<file path="config.mk">
export PLATFORM = sky130hd
export DESIGN_NAME = itawr_div
export DESIGN_NICKNAME = d
export VERILOG_FILES = /design/src/sv/itawr_pkg.sv /design/src/sv/itawr_div.sv
export SDC_FILE = /design/constraint.sdc
export NUM_CORES = 1
export LEC_CHECK = 0
export ABC_CLOCK_PERIOD_IN_PS = 8950
export CAP_MARGIN = 20
export CORE_ASPECT_RATIO = 0.9
export CORE_MARGIN = 4
export CORE_UTILIZATION = 63
export DETAILED_ROUTE_END_ITERATION = 6
export DONT_BUFFER_PORTS = 1
export GPL_TIMING_DRIVEN = 0
export PLACE_DENSITY = 0.81
export SETUP_SLACK_MARGIN = 0.05
export SYNTH_ARGS = -nofsm -noshare
export SYNTH_HDL_FRONTEND = slang
export SYNTH_SLANG_ARGS = --single-unit
export TNS_END_PERCENT = 50
</file>
<file path="constraint.sdc">
create_clock -name i_clk -period 8.95 [get_ports i_clk]
set_input_delay 0.895 -clock i_clk [delete_from_list [all_inputs] [get_ports i_clk]]
set_output_delay 0.895 -clock i_clk [all_outputs]
set_load 0.02 [all_outputs]
</file>
<file path="src/sv/itawr_pkg.sv">
// Package for the IMU triad alignment block: widths, codes, reset values.
// No dependencies.
`default_nettype none
package itawr_pkg;
    localparam int WINDOW_DEF = 64;
    localparam int VW = 20;
    localparam int RW = 19;
    localparam int SW = 46;
    localparam logic [1:0] KIND_ACCEL = 2'd0;
    localparam logic [1:0] KIND_GYRO  = 2'd1;
    localparam logic [1:0] KIND_MAG   = 2'd2;
    localparam logic [1:0] KIND_NONE  = 2'd3;
    localparam logic [2:0] REG_ROT0 = 3'd0;
    localparam logic [2:0] REG_ROT1 = 3'd1;
    localparam logic [2:0] REG_ROT2 = 3'd2;
    localparam logic [2:0] REG_ABIAS = 3'd3;
    localparam logic [2:0] REG_GBIAS = 3'd4;
    localparam logic [2:0] REG_MBIAS = 3'd5;
    localparam logic [2:0] REG_SCALE = 3'd6;
    localparam logic [53:0] ROT0_RST = 54'd65536;
    localparam logic [53:0] ROT1_RST = 54'd65536 << 18;
    localparam logic [53:0] ROT2_RST = 54'd65536 << 36;
    localparam logic [15:0] SCALE_RST = 16'd40167;
endpackage
`default_nettype wire

</file>
<file path="src/sv/itawr_div.sv">
// Restoring divider and floor square root, one bit per cycle, shared unit.
// Uses itawr_pkg.
`default_nettype none
module itawr_div
    import itawr_pkg::*;
#(
    parameter int NW = SW
) (
    input  wire          i_clk,
    input  wire          i_rst_n,
    input  wire          i_start,
    input  wire [NW-1:0] i_num,
    input  wire [10:0]   i_den,
    output logic         o_done,
    output logic [RW-1:0] o_root
);
    localparam int HW = NW / 2;
    localparam int CNTW = $clog2(NW);

    typedef enum logic [2:0] {
        S_IDLE = 3'b001, S_DIV = 3'b010, S_SQRT = 3'b100
    } t_state;
    t_state r_state, n_state;
    logic [NW-1:0] r_q, n_q;
    logic [NW-1:0] r_rem, n_rem;
    logic [CNTW-1:0] r_cnt, n_cnt;
    logic [HW:0] r_root, n_root;
    logic [HW+2:0] r_srem, n_srem;
    logic [NW:0] w_trial;
    logic [HW+2:0] w_strial;

    always_comb begin
        n_state = r_state;
        n_q = r_q;
        n_rem = r_rem;
        n_cnt = r_cnt;
        n_root = r_root;
        n_srem = r_srem;
        o_done = 1'b0;
        w_trial = '0;
        w_strial = '0;
        case (r_state)
            S_IDLE: begin
                if (i_start) begin
                    n_q = i_num;
                    n_rem = '0;
                    n_cnt = CNTW'(NW - 1);
                    n_state = S_DIV;
                end
            end
            S_DIV: begin
                w_trial = {r_rem, r_q[NW-1]} - {{(NW-10){1'b0}}, i_den};
                n_q = {r_q[NW-2:0], ~w_trial[NW]};
                n_rem = w_trial[NW] ? {r_rem[NW-2:0], r_q[NW-1]} : w_trial[NW-1:0];
                if (r_cnt == '0) begin
                    n_cnt = CNTW'(HW - 1);
                    n_root = '0;
                    n_srem = '0;
                    n_state = S_SQRT;
                end else begin
                    n_cnt = r_cnt - 1'b1;
                end
            end
            S_SQRT: begin
                w_strial = {r_srem[HW:0], r_q[NW-1:NW-2]} - {r_root, 2'b01};
                n_q = {r_q[NW-3:0], 2'b00};
                if (!w_strial[HW+2]) begin
                    n_srem = w_strial;
                    n_root = {r_root[HW-1:0], 1'b1};
                end else begin
                    n_srem = {r_srem[HW:0], r_q[NW-1:NW-2]};
                    n_root = {r_root[HW-1:0], 1'b0};
                end
                if (r_cnt == '0) n_state = S_IDLE;
                else n_cnt = r_cnt - 1'b1;
            end
            default: n_state = S_IDLE;
        endcase
        if (r_state == S_SQRT && r_cnt == '0) o_done = 1'b1;
    end

    always_comb begin
        if (|n_root[HW:RW]) o_root = '1;
        else o_root = n_root[RW-1:0];
    end

    always_ff @(posedge i_clk) begin
        if (!i_rst_n) r_state <= S_IDLE;
        else r_state <= n_state;
        r_q <= n_q;
        r_rem <= n_rem;
        r_cnt <= n_cnt;
        r_root <= n_root;
        r_srem <= n_srem;
    end
endmodule
`default_nettype wire

</file>
==> impl_metrics.json <==
{
  "status": "complete, no violations",
  "leakage_nw": 3.804,
  "buffer_ports.inserted": 0,
  "hold_viol": 0,
  "setup_total_negative_slack_ns": 0,
  "largest_net_degree_at_the_start_of_global_routing": 48,
  "routed.top_layer": "met4",
  "clk_transition_reported_paths_ns": 0.06,
  "finalMaxSlewViolations": 0,
  "cell_chain_critical_path": "inv_1 > ha_1 > or3b_1 > or3_1 > clkbuf_1 > nor2_1 > nor2_1 > a22o_1 > or3_1 > nor3_2 > clkbuf_1 > nand3_1",
  "die_h_um": 121.1,
  "post_synth.cell_area_avg_um2": 9.449,
  "critPathMaxStageDelay_ns": 0.74,
  "fin_skew_ns": 0.008034,
  "grt_setup_unrepaired": "no",
  "cts_inserted_buffers": 17,
  "globalRouteOverflowTotal": 0,
  "worst-setup-path-type": "flop to primary output",
  "met2RoutedLength_um": 10010,
  "synth_net_count": 1045,
  "routed_wire_length_per_instance_um": 18.66,
  "synth.lib_cells_used.distinct": 63,
  "clkLatencyLatePin_ns": 0.43,
  "synth_top_area_cell": "sky130_fd_sc_hd__edfxtp_1",
  "dieWidth_um": 133.7,
  "synthesis.instances": 948,
  "timing.final.crit_period_ns": 5.234,
  "ctsLongestPathBuffers": 2,
  "place_congestion": 0.9052,
  "die_area_um2": 16190,
  "finalWirelength_um": 21920,
  "ctsRootBufferMaster": "sky130_fd_sc_hd__clkbuf_16",
  "fin_nets": 1066,
  "cts.hold.buffers_added": 0,
  "ctsHtreeMaxLevel": 4,
  "ys_seq_elements": 149,
  "grt_pass1_wl_um": 35140,
  "met3RoutedLength_um": 2087,
  "cts-resized-gates": 0,
  "vias": 7402,
  "drt_first_iter_violations": 857,
  "hold_path_class": "flop to flop",
  "max_freq_ghz": 0.1910,
  "synth_warnings": 0,
  "count_of_max_cap_constraint_violations": 0,
  "place_hpwl_um": 15150,
  "setup_viol": 0,
  "post_synth_most_frequent_cells": "sky130_fd_sc_hd__nand2_1 (158), sky130_fd_sc_hd__edfxtp_1 (122), sky130_fd_sc_hd__a21oi_1 (75)",
  "first_global_vias": 7003,
  "insertedDiodeCount": 0,
  "async_flop_share_pct": 0,
  "detail_route.drc_violations": 0,
  "vias_per_cell": 6.300,
  "slowest_stage": "sky130_fd_sc_hd__nor3_2",
  "drive_above_1_share_pct": 6.619,
  "worst_pin_slew_ns": 0.9552,
  "critPathArrivalTime_ns": 4.34,
  "drt_first_pass_iters": 6,
  "area_growth_syn_to_layout_pct": 9.834,
  "cp.required_ns": 8.06,
  "netlist_top_cells_area": "sky130_fd_sc_hd__edfxtp_1 (41%), sky130_fd_sc_hd__nand2_1 (6.6%), sky130_fd_sc_hd__dfxtp_1 (6.0%)",
  "startpoint_type": "flop",
  "pwr_density_nw_per_um2": 169.3,
  "start_util_pct": 64.19,
  "syn_area_um2": 8957,
  "fp.coreArea_um2": 13950,
  "detail-route-antenna-nets": 0,
  "crit_family": "simple AND/OR/NAND/NOR gates",
  "antenna_found_initial": 0,
  "cp-end-kind": "primary output",
  "yosysMostFrequentCell": "sky130_fd_sc_hd__nand2_1",
  "utilization_pct": 70.51,
  "tritoncts_clock_tree": "done",
  "synthDominantCellAreaShare_pct": 40.90,
  "crit_fanout": 10,
  "timing.critical_path.buf_inv": 3,
  "grt_use_total_pct": 27.32,
  "wirelength_met1_um": 9525,
  "seq_area_frac_synth_pct": 46.93,
  "slew-limit-headroom_pct": 35.97,
  "pin_count": 80,
  "vdd.ir_drop.worst_mv": 0.1721,
  "synth_flop_cell": "sky130_fd_sc_hd__edfxtp_1",
  "period_share_pct": 58.48,
  "post-cts-setup-buffer-count": 0,
  "cts.sinks": 149,
  "rows": 41,
  "number_of_synthesized_flops_with_an_enable_pin": 122
}
## cell families after synthesis
logic type | Yosys count | share of synthesized area (%)
DFF | 149 | 46.93
xor gates and xnor gates | 30 | 2.933
muxes | 9 | 1.020
buffers and inverters | 99 | 4.344
AOI/OAI and AO/OA | 254 | 18.55
and+or+nand+nor | 370 | 20.97
adders and majority gates | 37 | 5.252
## worst reg2reg max path, delay by kind of cell, from the launching register on
kind,cells,cell delay [ns]
AO/OA/AOI/OAI,6,1.75
AND/OR/NAND/NOR,1,0.14
buffers and inverters,2,0.98
flip-flops,1,0.39
adder cells (fa/ha/maj),1,0.34
XOR/XNOR,1,0.44
## routing by layer
metal	global-route usage (%)	vias up
met5	0	-
met4	7.134	0
met3	7.877	29
met2	42.10	332
met1	38.28	3477
li1	-	3564
## power by group
part           total [W]  switching, W  internal (W)  leakage (nW)
Combinational   0.000140     0.0000901     0.0000501          2.19
Clock           0.000709      0.000298      0.000411         0.288
Sequential      0.000817     0.0000249      0.000792          1.33
Total            0.00167      0.000413       0.00125          3.80
## final timing paths
path | start | cells past startpoint | slack (ns) | end
max | r_cnt[0] | 12 | 3.72 | o_root[0]
min | r_root[21] | 1 | 0.50 | r_root[21]
max reg2reg | r_srem[1] | 11 | 4.72 | r_srem[23]
min reg2reg | r_root[21] | 1 | 0.50 | r_root[21]
## cell type report
type / count / area [um2]
multi-input combinational: 700 / 4372
sequential: 149 / 4204
timing repair buffer: 2 / 47.55
clock buffer: 20 / 467.9
inverter: 48 / 180.2
tap: 193 / 241.5
clock inverter: 12 / 115.1
fill: 1090 / 4115
buffer: 51 / 210.2
## placed cells by master, fill, tap and decap left out, drive strengths merged, types with 4 or more instances in the layout
master	n
nand4	6
o31a	4
nand2	158
a21oi	75
o22ai	20
a22o	4
a31oi	5
or4	23
nor2	44
nor4	12
ha	36
mux2i	8
xnor2	16
a211oi	8
nor2b	10
o41ai	7
nand3	20
nor3	18
o21ai	29
o31ai	19
edfxtp	122
a21o	9
or3	16
a22oi	44
nand2b	31
o21a	11
xor2	14
inv	54
clkinv	4
clkbuf	55
o21bai	4
and2	4
dfxtp	27
or2	10
buf	18
## sequential cells by signal, indices dropped and copies added (netlist names)
register and flops:
r_srem 24, r_state 3, r_root 24, r_q 46
r_cnt 6, r_rem 46
## per-stage QoR
step | instance area [um2] | hold slack (ns) | power [W] | instances | worst slack [ns]
after floorplan | 8957 | 0.4428 | 0.0009239 | 948 | 4.679
after global placement | 9199 | 0.4805 | 0.0009588 | 1141 | 3.714
after detailed placement | 9235 | 0.4831 | 0.0009652 | 1142 | 4.236
after CTS | 9818 | 0.4986 | 0.001668 | 1174 | 3.779
after global routing | 9838 | 0.5137 | 0.001726 | 1175 | 3.427
final | 9838 | 0.5010 | 0.001666 | 1175 | 3.716
Note: power is estimated with default switching activity, not from simulation.
